$ cat src/rtl/sst_pkg.sv
`default_nettype none
package sst_pkg;

    localparam logic [1:0] OP_INSERT = 2'd0;
    localparam logic [1:0] OP_DELETE = 2'd1;
    localparam logic [1:0] OP_QUERY  = 2'd2;

    localparam logic [1:0] ST_DONE     = 2'd0;
    localparam logic [1:0] ST_FULL     = 2'd1;
    localparam logic [1:0] ST_TOO_LONG = 2'd2;

    localparam int CHAR_W  = 8;
    localparam int TOTAL_W = 5;

    typedef struct packed {
        logic step;
        logic first;
        logic exec_ins;
        logic exec_del;
    } sst_ctl_t;

endpackage
`default_nettype wire

$ cat src/rtl/sst_cell.sv
`default_nettype none
module sst_cell
    import sst_pkg::*;
#(
    parameter int WORD_CHARS = 16,
    parameter int KPW        = 5,
    parameter int CNTW       = 5,
    parameter int IDX        = 0
) (
    input  wire logic                                 clk,
    input  wire sst_ctl_t                             ctl,
    input  wire logic [CHAR_W-1:0]                    key_char,
    input  wire logic [KPW-1:0]                       kpos,
    input  wire logic [WORD_CHARS-1:0][CHAR_W-1:0]    key_buf,
    input  wire logic [CNTW-1:0]                      count,
    input  wire logic [WORD_CHARS-1:0][CHAR_W-1:0]    nb_chars,
    input  wire logic [KPW-1:0]                       nb_len,
    input  wire logic                                 shift_in,
    output logic      [WORD_CHARS-1:0][CHAR_W-1:0]    chars,
    output logic      [KPW-1:0]                       len,
    output logic                                      hit,
    output logic                                      shift_out
);

    localparam int KIW = (WORD_CHARS > 1) ? $clog2(WORD_CHARS) : 1;

    logic [WORD_CHARS-1:0][CHAR_W-1:0] chars_reg;
    logic [KPW-1:0]                    len_reg;
    logic                              match_reg;
    logic                              match_next;
    logic                              in_range;
    logic                              occupied;

    assign in_range  = (kpos < KPW'(WORD_CHARS));
    assign occupied  = (CNTW'(IDX) < count);
    assign hit       = match_reg && (len_reg == kpos) && occupied;
    assign shift_out = shift_in || hit;
    assign chars     = chars_reg;
    assign len       = len_reg;

    always_comb
    begin
        match_next = match_reg;
        if (ctl.step && in_range)
        begin
            match_next = (ctl.first || match_reg) &&
                         (chars_reg[kpos[KIW-1:0]] == key_char);
        end
    end

    always_ff @(posedge clk)
    begin
        match_reg <= match_next;
        if (ctl.exec_ins && (count == CNTW'(IDX)))
        begin
            chars_reg <= key_buf;
            len_reg   <= kpos;
        end
        else if (ctl.exec_del && shift_out)
        begin
            chars_reg <= nb_chars;
            len_reg   <= nb_len;
        end
    end

endmodule
`default_nettype wire

$ cat src/rtl/string_set_table.sv
// Channel | Direction | Handshake          | Payload
// s       | in        | s_tvalid, s_tready | s_tdata key_char, s_tuser opcode, s_tlast key_last
// m       | out       | m_tvalid, m_tready | m_tdata was_member, op_status, entry_total
//
// A character that is not the last of its key is taken in the idle state; one cell per entry
// compares its stored character at the key position as it arrives.
// The last character is accepted in the idle state; in the execute state that follows, the cells
// report a hit and the table inserts the key, or on a delete shifts later entries down one cell.
// The execute state waits while the previous result is still held on m.
// Reset empties the set at once; no clearing pass.
`default_nettype none
module string_set_table
    import sst_pkg::*;
#(
    parameter int SET_CAPACITY = 16,
    parameter int WORD_CHARS   = 16
) (
    input  wire logic       clk,
    input  wire logic       rst_n,
    input  wire logic       s_tvalid,
    output logic            s_tready,
    input  wire logic [7:0] s_tdata,   // [7:0] key_char
    input  wire logic [1:0] s_tuser,   // [1:0] opcode
    input  wire logic       s_tlast,   // key_last
    output logic            m_tvalid,
    input  wire logic       m_tready,
    output logic      [7:0] m_tdata    // [0] was_member, [2:1] op_status, [7:3] entry_total
);

    localparam int KPW  = $clog2(WORD_CHARS + 1);
    localparam int KIW  = (WORD_CHARS > 1) ? $clog2(WORD_CHARS) : 1;
    localparam int CNTW = $clog2(SET_CAPACITY + 1);

    localparam logic S_IDLE = 1'b0;
    localparam logic S_EXEC = 1'b1;

    logic                              state_reg, state_next;
    logic [KPW-1:0]                    kpos_reg, kpos_next;
    logic                              ovf_reg, ovf_next;
    logic [1:0]                        op_reg, op_next;
    logic [CNTW-1:0]                   count_reg, count_next;
    logic                              m_valid_reg, m_valid_next;
    logic [7:0]                        m_data_reg, m_data_next;
    logic [WORD_CHARS-1:0][CHAR_W-1:0] key_buf_reg;

    logic     s_fire;
    logic     out_free;
    logic     exec_fire;
    logic     member;
    logic     full;
    logic     do_ins;
    logic     do_del;
    logic [1:0] status;
    sst_ctl_t ctl;

    logic [WORD_CHARS-1:0][CHAR_W-1:0] cell_chars [SET_CAPACITY+1];
    logic [KPW-1:0]                    cell_len   [SET_CAPACITY+1];
    logic [SET_CAPACITY-1:0]           hit;
    logic [SET_CAPACITY:0]             shift_c;

    assign s_tready  = (state_reg == S_IDLE);
    assign s_fire    = s_tvalid && s_tready;
    assign out_free  = !m_valid_reg || m_tready;
    assign exec_fire = (state_reg == S_EXEC) && out_free;
    assign member    = !ovf_reg && (|hit);
    assign full      = (count_reg == CNTW'(SET_CAPACITY));
    assign do_ins    = exec_fire && !ovf_reg && (op_reg == OP_INSERT) && !member && !full;
    assign do_del    = exec_fire && !ovf_reg && (op_reg == OP_DELETE) && member;

    assign ctl.step     = s_fire;
    assign ctl.first    = (kpos_reg == '0);
    assign ctl.exec_ins = do_ins;
    assign ctl.exec_del = do_del;

    assign shift_c[0]                = 1'b0;
    assign cell_chars[SET_CAPACITY]  = '0;
    assign cell_len[SET_CAPACITY]    = '0;

    for (genvar e = 0; e < SET_CAPACITY; e++)
    begin : g_cell
        sst_cell #(
            .WORD_CHARS (WORD_CHARS),
            .KPW        (KPW),
            .CNTW       (CNTW),
            .IDX        (e)
        ) u_cell (
            .clk       (clk),
            .ctl       (ctl),
            .key_char  (s_tdata),
            .kpos      (kpos_reg),
            .key_buf   (key_buf_reg),
            .count     (count_reg),
            .nb_chars  (cell_chars[e+1]),
            .nb_len    (cell_len[e+1]),
            .shift_in  (shift_c[e]),
            .chars     (cell_chars[e]),
            .len       (cell_len[e]),
            .hit       (hit[e]),
            .shift_out (shift_c[e+1])
        );
    end

    always_comb
    begin
        status = ST_DONE;
        if (ovf_reg)
        begin
            status = ST_TOO_LONG;
        end
        else if ((op_reg == OP_INSERT) && !member && full)
        begin
            status = ST_FULL;
        end
    end

    always_comb
    begin
        state_next   = state_reg;
        kpos_next    = kpos_reg;
        ovf_next     = ovf_reg;
        op_next      = op_reg;
        count_next   = count_reg;
        m_valid_next = m_valid_reg;
        m_data_next  = m_data_reg;
        if (m_valid_reg && m_tready)
        begin
            m_valid_next = 1'b0;
        end
        case (state_reg)
            S_IDLE:
            begin
                if (s_fire)
                begin
                    if (kpos_reg < KPW'(WORD_CHARS))
                    begin
                        kpos_next = kpos_reg + 1'b1;
                    end
                    else
                    begin
                        ovf_next = 1'b1;
                    end
                    if (s_tlast)
                    begin
                        op_next    = s_tuser;
                        state_next = S_EXEC;
                    end
                end
            end
            S_EXEC:
            begin
                if (exec_fire)
                begin
                    if (do_ins)
                    begin
                        count_next = count_reg + 1'b1;
                    end
                    else if (do_del)
                    begin
                        count_next = count_reg - 1'b1;
                    end
                    m_valid_next = 1'b1;
                    m_data_next  = {TOTAL_W'(count_next), status, member};
                    kpos_next    = '0;
                    ovf_next     = 1'b0;
                    state_next   = S_IDLE;
                end
            end
            default:
            begin
                state_next = S_IDLE;
            end
        endcase
    end

    always_ff @(posedge clk or negedge rst_n)
    begin
        if (!rst_n)
        begin
            state_reg   <= S_IDLE;
            kpos_reg    <= '0;
            ovf_reg     <= 1'b0;
            count_reg   <= '0;
            m_valid_reg <= 1'b0;
        end
        else
        begin
            state_reg   <= state_next;
            kpos_reg    <= kpos_next;
            ovf_reg     <= ovf_next;
            count_reg   <= count_next;
            m_valid_reg <= m_valid_next;
        end
    end

    always_ff @(posedge clk)
    begin
        op_reg     <= op_next;
        m_data_reg <= m_data_next;
        if (s_fire && (kpos_reg < KPW'(WORD_CHARS)))
        begin
            key_buf_reg[kpos_reg[KIW-1:0]] <= s_tdata;
        end
    end

    assign m_tvalid = m_valid_reg;
    assign m_tdata  = m_data_reg;

    a_count_bound: assert property (@(posedge clk) disable iff (!rst_n)
        count_reg <= CNTW'(SET_CAPACITY))
        else $error("entry count above capacity");

    a_exec_result: assert property (@(posedge clk) disable iff (!rst_n)
        exec_fire |=> m_valid_reg)
        else $error("operation finished without a result");

    a_count_stable: assert property (@(posedge clk) disable iff (!rst_n)
        !exec_fire |=> $stable(count_reg))
        else $error("entry count changed outside an operation");

    a_unique_hit: assert property (@(posedge clk) disable iff (!rst_n)
        (state_reg == S_EXEC) && !ovf_reg |-> $onehot0(hit))
        else $error("key found in more than one entry");

    a_long_not_member: assert property (@(posedge clk) disable iff (!rst_n)
        exec_fire && ovf_reg |=> !m_data_reg[0])
        else $error("overlong key reported as member");

endmodule
`default_nettype wire

$ cat config.mk
export PLATFORM = sky130hd
export DESIGN_NAME = string_set_table
export DESIGN_NICKNAME = d
export VERILOG_FILES = /design/src/rtl/sst_pkg.sv /design/src/rtl/sst_cell.sv /design/src/rtl/string_set_table.sv
export SDC_FILE = /design/constraint.sdc
export NUM_CORES = 2
export LEC_CHECK = 0
export ABC_CLOCK_PERIOD_IN_PS = 33000
export BUFFER_PORTS_ARGS = -buffer_cell sky130_fd_sc_hd__buf_2
export CELL_PAD_IN_SITES_DETAIL_PLACEMENT = 1
export CELL_PAD_IN_SITES_GLOBAL_PLACEMENT = 1
export CORE_AREA = 3 3 535 537
export DETAILED_ROUTE_END_ITERATION = 10
export DIE_AREA = 0 0 538 540
export PLACE_DENSITY_LB_ADDON = 0.1
export SYNTH_ARGS = -nofsm -noshare
export SYNTH_HDL_FRONTEND = slang
export SYNTH_SLANG_ARGS = --single-unit
$ cat constraint.sdc
create_clock -name clk -period 33 [get_ports clk]
set_clock_uncertainty 0.15 [all_clocks]
set_input_delay 1.65 -clock clk [delete_from_list [all_inputs] [get_ports clk]]
set_output_delay 1.65 -clock clk [all_outputs]
set_load 0.02 [all_outputs]
# [Word-level counts from Yosys, hierarchy flattened]
# Index checks and enable logic that the tools add are counted.
[classes] n_addsub=3 mul=0 n_div=0 n_lt_le_gt_ge=19 n_eq_ne=53 n_shift=0 mux=117 bitwise_logic=1 reduce_logical=154
[ops] operator="128-bit two-way mux" count=32
[ops] operator="8-bit binary-select mux with 4-bit select" count=16
[ops] operator="5-bit two-way mux" count=37
[ops] operator="8-bit two-way mux" count=17
[ops] operator="128-bit bitwise mux" count=1
[ops] operator="8-bit == test" count=16
[ops] operator="1-bit logical AND" count=94
[ops] operator="5-bit == test" count=16
[ops] operator="5-bit by 4-bit == test with 1-bit output, second input constant" count=8
[ops] operator="4-bit by 5-bit less-than comparator with 1-bit output, first input constant" count=8
[ops] operator="8-bit demux with 4-bit select" count=1
[ops] operator="1-bit logical OR" count=32
[ops] operator="2-bit nonzero test" count=16
[ops] operator="5-bit by 3-bit == test with 1-bit output, second input constant" count=4
[ops] operator="3-bit by 5-bit less-than comparator with 1-bit output, first input constant" count=4
[ops] operator="16-bit OR reduction" count=1
[ops] operator="5-bit by 1-bit adder with 5-bit output, second input constant" count=2
[ops] operator="5-bit by 2-bit == test with 1-bit output, second input constant" count=2
[ops] operator="5-bit logical NOT" count=2
[ops] operator="1-bit by 5-bit less-than comparator with 1-bit output, first input constant" count=2
[ops] operator="2-bit by 5-bit less-than comparator with 1-bit output, first input constant" count=2
[ops] operator="1-bit two-way mux" count=10
[ops] operator="5-bit case mux with 2 select lines" count=1
[ops] operator="3-bit AND reduction" count=3
[ops] operator="14 further kinds" count=20
[totals] register_bits=2295 latch_bits=0 ramBits=0 romBits=0 inputBits=15 wordCells=659 n_memories=0

# [Depth between registers and ports, before layout]
[logic_depth] word_depth=21 depth_mapped=15 mapped_depth_nobuf=8

# [Cells and area by module]
# From an unflattened synthesis, not the netlist that was laid out.
[hier_totals] hier_cells=6676 hier_area_um2=115828.6
[by_module_without_submodules] mod="sst_cell at g_cell[6].u_cell" n_inst=1 cells_per_inst=429 area_each_um2=7104.3
[by_module_without_submodules] mod="sst_cell at g_cell[15].u_cell" n_inst=1 cells_per_inst=420 area_each_um2=7001.7
[by_module_without_submodules] mod="sst_cell at g_cell[9].u_cell" n_inst=1 cells_per_inst=409 area_each_um2=6996.7
[by_module_without_submodules] mod="sst_cell at g_cell[12].u_cell" n_inst=1 cells_per_inst=418 area_each_um2=6936.7
[by_module_without_submodules] mod="sst_cell at g_cell[4].u_cell" n_inst=1 cells_per_inst=410 area_each_um2=6935.4
[by_module_without_submodules] mod="sst_cell at g_cell[10].u_cell" n_inst=1 cells_per_inst=406 area_each_um2=6932.9
[by_module_without_submodules] mod="sst_cell at g_cell[13].u_cell" n_inst=1 cells_per_inst=405 area_each_um2=6926.6
[by_module_without_submodules] mod="sst_cell at g_cell[7].u_cell" n_inst=1 cells_per_inst=406 area_each_um2=6917.9
[by_module_without_submodules] mod="sst_cell at g_cell[5].u_cell" n_inst=1 cells_per_inst=391 area_each_um2=6914.1
[by_module_without_submodules] mod="sst_cell at g_cell[11].u_cell" n_inst=1 cells_per_inst=399 area_each_um2=6905.4
[by_module_without_submodules] mod="sst_cell at g_cell[2].u_cell" n_inst=1 cells_per_inst=392 area_each_um2=6894.1
[by_module_without_submodules] mod="sst_cell at g_cell[8].u_cell" n_inst=1 cells_per_inst=391 area_each_um2=6867.8
[by_module_without_submodules] mod="sst_cell at g_cell[0].u_cell" n_inst=1 cells_per_inst=390 area_each_um2=6857.8
[by_module_without_submodules] mod="sst_cell at g_cell[3].u_cell" n_inst=1 cells_per_inst=388 area_each_um2=6845.3
[by_module_without_submodules] mod="+3 rows"

# [Worst setup path after synthesis]
# OpenSTA, ideal clock, no wires.
[synth_path] kind="input -> register" startpoint="input port m_tready" endpoint="register g_cell[2].u_cell.chars_reg, in the netlist g_cell[2].u_cell.chars[0] (enable)" setup_time_ps=809 arrival_ps=12342 required_time_ps=32041 path_slack_ps=19699 stages=7 n_path_buf=2 cell_sequence="nand2b_1 -> and2_1 -> clkbuf_1 -> and3_1 -> clkbuf_1 -> nand2_1 -> o21ai_0"
[synth_via] elab_chain_cells=8
[synth_lines] element="start, declared" line="string_set_table.sv:26" source="input wire logic m_tready,"
[synth_lines] element="1-bit logical OR *" line="string_set_table.sv:63" source="assign out_free = !m_valid_reg || m_tready;"
[synth_lines] element="1-bit logical AND *" line="string_set_table.sv:64" source="assign exec_fire = (state_reg == S_EXEC) && out_free;"
[synth_lines] element="1-bit logical AND *" line="string_set_table.sv:67, string_set_table.sv:68"
[synth_lines] element="1-bit logical AND (3 in a row)" line="string_set_table.sv:67" source="assign do_ins = exec_fire && !ovf_reg && (op_reg == OP_INSERT) && !member && !full;"
[synth_lines] element="1-bit logical AND" line="sst_cell.sv:54" source="if (ctl.exec_ins && (count == CNTW'(IDX)))"
[synth_lines] element="2-bit nonzero test (no source line) *"
[synth_lines] element="end signal, assigned" line="sst_cell.sv:56" source="chars_reg <= key_buf;"
[synth_lines] element="end signal, assigned" line="sst_cell.sv:61" source="chars_reg <= nb_chars;"
[synth_lines] element="end, declared" line="sst_cell.sv:27" source="logic [WORD_CHARS-1:0][CHAR_W-1:0] chars_reg;"
# Every way passes the cells marked *; elsewhere a longest branch is shown, timed or not.
# A chain may end at the register's enable or synchronous reset.

# [Final worst setup path]
[layout_path] startpoint="register kpos_reg[1]" endpoint="register g_cell[10].u_cell.chars_reg, in the netlist g_cell[10].u_cell.chars[19] (enable)"
[layout_via] elab_chain_cells=15
[layout_lines] element="start, declared" line="string_set_table.sv:38" source="logic [KPW-1:0] kpos_reg, kpos_next;"
[layout_lines] element="start signal, assigned" line="string_set_table.sv:188" source="kpos_reg <= kpos_next;"
[layout_lines] element="5-bit == test" line="sst_cell.sv:36" source="assign hit = match_reg && (len_reg == kpos) && occupied;"
[layout_lines] element="1-bit logical AND (2 in a row)" line="sst_cell.sv:36"
[layout_lines] element="1-bit logical OR (10 in a row)" line="sst_cell.sv:37" source="assign shift_out = shift_in || hit;"
[layout_lines] element="1-bit logical AND" line="sst_cell.sv:59" source="else if (ctl.exec_del && shift_out)"
[layout_lines] element="2-bit nonzero test (no source line) *"
[layout_lines] element="end signal, assigned" line="sst_cell.sv:56"
[layout_lines] element="end signal, assigned" line="sst_cell.sv:61"
[layout_lines] element="end, declared" line="sst_cell.sv:27"
# Marks and branches as above.

==> results by group <==
Worst setup path
  • Top delay family on crit path: simple AND/OR/NAND/NOR gates
  • Crit path max-delay cell type: sky130_fd_sc_hd__dfrtp_4
  • CP Buf/Inv Count: 4
  • Element type at the critical path start: flop
  • CP Data Required Time: 33330 ps
  • Cells along the critical path: buf_12 > xor2_1 > nor4_1 > and4_1 > nor4_2 > and3_1 > nand4_1 > buf_4 > nand2_4 > buf_4 > buf_4
  • Kind of capture point of the worst setup path: flop
  • Worst Path Class, Setup: reg -> reg
  • Arrival time reported for the critical path endpoint: about 7700 ps
  • Largest fanout on the critical path: 69
  • Most used cell, CP: sky130_fd_sc_hd__buf_4
  • Stage delay of the slowest cell on the critical path: approximately 890 ps

GRT
  • Antenna violations before repair: 11
  • GRT overflow: 0
  • GRT Total Usage: 22.4%
  • Via count of the first global-routing pass: ~63000
  • Global-route wire length before repair: between 400 and 500 mm
  • Largest net degree at the start of global routing: roughly 140

Drt
  • Detailed-routed wire length on met2: approximately 150 mm
  • Routed length per instance: 32.4 um
  • Number of DRC markers in iteration 0: between 5000 and 6000
  • Top routing layer used: met4
  • M1 wire length: between 100 and 150 mm
  • Residual antenna-violating net count after detailed routing: 0
  • Wire length on met3: approximately 14 mm
  • Via density per instance: between 5 and 6
  • TritonRoute pass-1 iters: 7
  • Overall via count from detail_route: 58400
  • Post-detailed-routing wire length: roughly 330 mm
  • Number of design rule violations left after detail routing: 0

Clocking
  • Clock buffer depth: 4
  • Clk Tree Root Cell: sky130_fd_sc_hd__clkbuf_16
  • Hold-fix buffers, CTS: 0
  • Clock network latency to the later pin of the worst-skew pair: approximately 900 ps
  • Number of instances resized during post-cts repair: 0
  • Number of sinks on the clock net: about 2300
  • H-tree Lvls: 5
  • Post-CTS setup repair buffer count: 0
  • TritonCTS clock tree: done
  • Clock buffers created by TritonCTS: 275
  • Clock input transition at the sequential cells of the worst setup and hold paths: 60 ps

Synth
  • Number of enable flip-flop cells after synthesis: 2282
  • Most used DFF post-synth: sky130_fd_sc_hd__edfxtp_1
  • Share of synthesized area occupied by flip-flops and latches: 61.1%
  • Flip-flop and latch count after synthesis: 2295
  • Per-instance average area after synthesis: ~18 um^2
  • Post-synthesis net count: about 6200
  • Async S/R FF share, synth: 0.566%
  • Number of distinct library cells after synthesis: 55
  • Library cell occupying the most area in the post-synthesis netlist: sky130_fd_sc_hd__edfxtp_1
  • Commonest cells post-synth: 2282 x sky130_fd_sc_hd__edfxtp_1, 1936 x sky130_fd_sc_hd__mux2_2, 576 x sky130_fd_sc_hd__mux4_2
  • Count leader, synth: sky130_fd_sc_hd__edfxtp_1
  • Yosys synthesis warning count: 0
  • Dominant cells by area after synthesis: sky130_fd_sc_hd__edfxtp_1 61%, sky130_fd_sc_hd__mux2_2 19%, sky130_fd_sc_hd__mux4_2 12%
  • Synth Instances: a little over 6000
  • Synthesized area: around 110000 um^2
  • Yosys top cell area share: 60.8%

STA
  • Final-report max-slew violation count: 0
  • Worst slew margin relative to its limit: around 17%
  • FMAX: 0.136 GHz
  • Share of the clock period used by the worst path: between 20 and 25%
  • Transition time at the pin with the least slew margin: around 1200 ps
  • Number of endpoints with negative hold slack in the final report: 0
  • Setup repair after global routing missed its margin: false
  • Number of failing setup endpoints in the final timing report: 0
  • Final Critical Period: between 7000 and 8000 ps
  • Final total negative setup slack: 0 ps

Placement
  • # port buffers: 24
  • Weighted congestion reported at the end of routability-driven placement: ~0.80
  • Post-detailed-placement half-perimeter wirelength: 219 mm
  • DP Cell Count: about 9600

Layout
  • Number of flip-flops in the largest register: approximately 2000
  • Share of post-route cells with drive strength above 1: around half
  • Area added between synthesis and finish: 10.8%
  • Fill cell count: approximately 26000
  • Final net count: slightly above 6000
  • Non-filler instance count after layout: 10000

Job
  • Number of maximum-capacitance violations: 0

Pwr
  • Pwr/cell area: around 65 nW/um^2
  • Part of the total power dissipated in the clock network: 36.3%
  • P_sw: 0.00244 W
  • Leakage power total: 38.2 nW
  • Fraction of power spent switching nets: 30.2%
  • Maximum vdd ir drop: a little over 0.04 mV
  • Combinational group share of total power: between 20% and 30%
  • Int Power: around 0.0056 W
  • Part of the power in registers: slightly above 40%

Die
  • I/O Pins: 25
  • Area of the placeable core: 282000 um^2
  • Cell row count: approximately 200
  • Width of the die: between 500 and 600 um
  • Initial cell density of the core: between 30 and 40%
  • Vertical die dimension: approximately 540 um
  • Die Outline Area: 291000 um^2

Worst hold path
  • Worst hold path type: reg -> reg

Status
  • Run status: finished, final reports clean
[layer usage]
metal,GRT usage (%),vias up
li1,-,25000
met1,32.4,31700
met2,35.7,1290
met3,2.87,391
met4,5.53,0
met5,0,-
[cells by family (layout without fill, tap and decap cells)]
kind of cell / Yosys count / after routing / synth area share [%]
AOI/OAI and AO/OA: 181 / 181 / 1.33
xor gates and xnor gates: 212 / 212 / 1.65
adders and majority gates: 9 / 9 / 0.0999
buffers and inverters: 570 / 676 / 2.46
DFF: 2295 / 2295 / 61.1
muxes: 2571 / 2571 / 31.4
other: 0 / 4 / 0
and+or+nand+nor: 348 / 348 / 1.94
[power by group through the flow]
stage	sequential [W]	combinational (W)	clock [W]
after floorplan	0.00332	0.00115	0
after global placement	0.00339	0.00186	0
after detailed placement	0.00340	0.00186	0
after CTS	0.00333	0.00186	0.00301
after global routing	0.00334	0.00190	0.00312
final	0.00333	0.00181	0.00293
[layout by cell type (no fill, tap or decap), types with 6 or more instances in the layout]
cell type / Yosys / routed
sky130_fd_sc_hd__xnor2_1: 115 / 114
sky130_fd_sc_hd__mux2_2: 1936 / 1936
sky130_fd_sc_hd__a221oi_1: 67 / 67
sky130_fd_sc_hd__clkbuf_16: 0 / 283
sky130_fd_sc_hd__buf_4: 38 / 152
sky130_fd_sc_hd__xor2_1: 97 / 97
sky130_fd_sc_hd__o211ai_1: 16 / 16
sky130_fd_sc_hd__edfxtp_1: 2282 / 2282
sky130_fd_sc_hd__clkinvlp_4: 0 / 7
sky130_fd_sc_hd__a211oi_1: 7 / 7
sky130_fd_sc_hd__o21bai_4: 0 / 6
sky130_fd_sc_hd__clkinv_2: 0 / 42
sky130_fd_sc_hd__clkbuf_1: 220 / 65
sky130_fd_sc_hd__nand2b_1: 6 / 6
sky130_fd_sc_hd__nand4_1: 25 / 25
sky130_fd_sc_hd__nor4_2: 10 / 12
sky130_fd_sc_hd__nor2_1: 41 / 24
sky130_fd_sc_hd__nand2_1: 30 / 25
sky130_fd_sc_hd__ha_1: 9 / 9
sky130_fd_sc_hd__buf_2: 229 / 24
sky130_fd_sc_hd__clkinv_1: 0 / 55
sky130_fd_sc_hd__buf_12: 0 / 10
sky130_fd_sc_hd__a22o_1: 65 / 65
sky130_fd_sc_hd__mux4_2: 576 / 576
sky130_fd_sc_hd__bufinv_16: 0 / 14
sky130_fd_sc_hd__dfrtp_1: 13 / 8
sky130_fd_sc_hd__nor2_2: 0 / 14
sky130_fd_sc_hd__nor3_1: 10 / 10
sky130_fd_sc_hd__mux2_1: 59 / 59
sky130_fd_sc_hd__and2_1: 138 / 137
sky130_fd_sc_hd__nor4_1: 32 / 30
sky130_fd_sc_hd__and3_1: 7 / 6
sky130_fd_sc_hd__nand3_1: 10 / 10
sky130_fd_sc_hd__inv_6: 0 / 6
[worst paths after layout]
kind	start	endpoint	slack, ps	cells after the start
max in group asynchronous	rst_n	kpos_reg[2]	31820	1
max reg2reg	kpos_reg[1]	g_cell[10].u_cell.chars[19]	25670	11
min reg2reg	ovf_reg	m_tdata[2]	370	0
max	kpos_reg[1]	g_cell[10].u_cell.chars[19]	25670	11
min	ovf_reg	m_tdata[2]	370	0
min in group asynchronous	rst_n	kpos_reg[0]	560	1
[through the flow]
step                      total power, W  hold WS (ps)  setup WS, ps  area [um^2]  utilization (%)
after floorplan                  0.00447           320         19700       113000                -
after global placement           0.00525           339         25690       116000             41.3
after detailed placement         0.00525           354         25550       116000             41.3
after CTS                        0.00821           366         25640       125000             44.3
after global routing             0.00837           403         25210       125000             44.3
final                            0.00808           369         25670       125000             44.3
[worst reg2reg max path: cells and delay by family (launching register included)]
kind	cells	cell delay, ps
simple gates	6	2900
xor+xnor	1	230
buf+inv	4	2690
flops	1	890
[layout make-up]
cell class                 instances  area (um^2)  area share (%)
sequential                      2295        68900            55.1
inverter                           5         18.8          0.0150
clock buffer                     352         7380            5.91
tap                             3743         4680            3.75
antenna                            4         10.0         0.00801
multi-input combinational       3321        41400            33.1
timing repair buffer             186         1460            1.17
clock inverter                   133         1130           0.905
No activity file was read; power rests on OpenSTA's default activity.
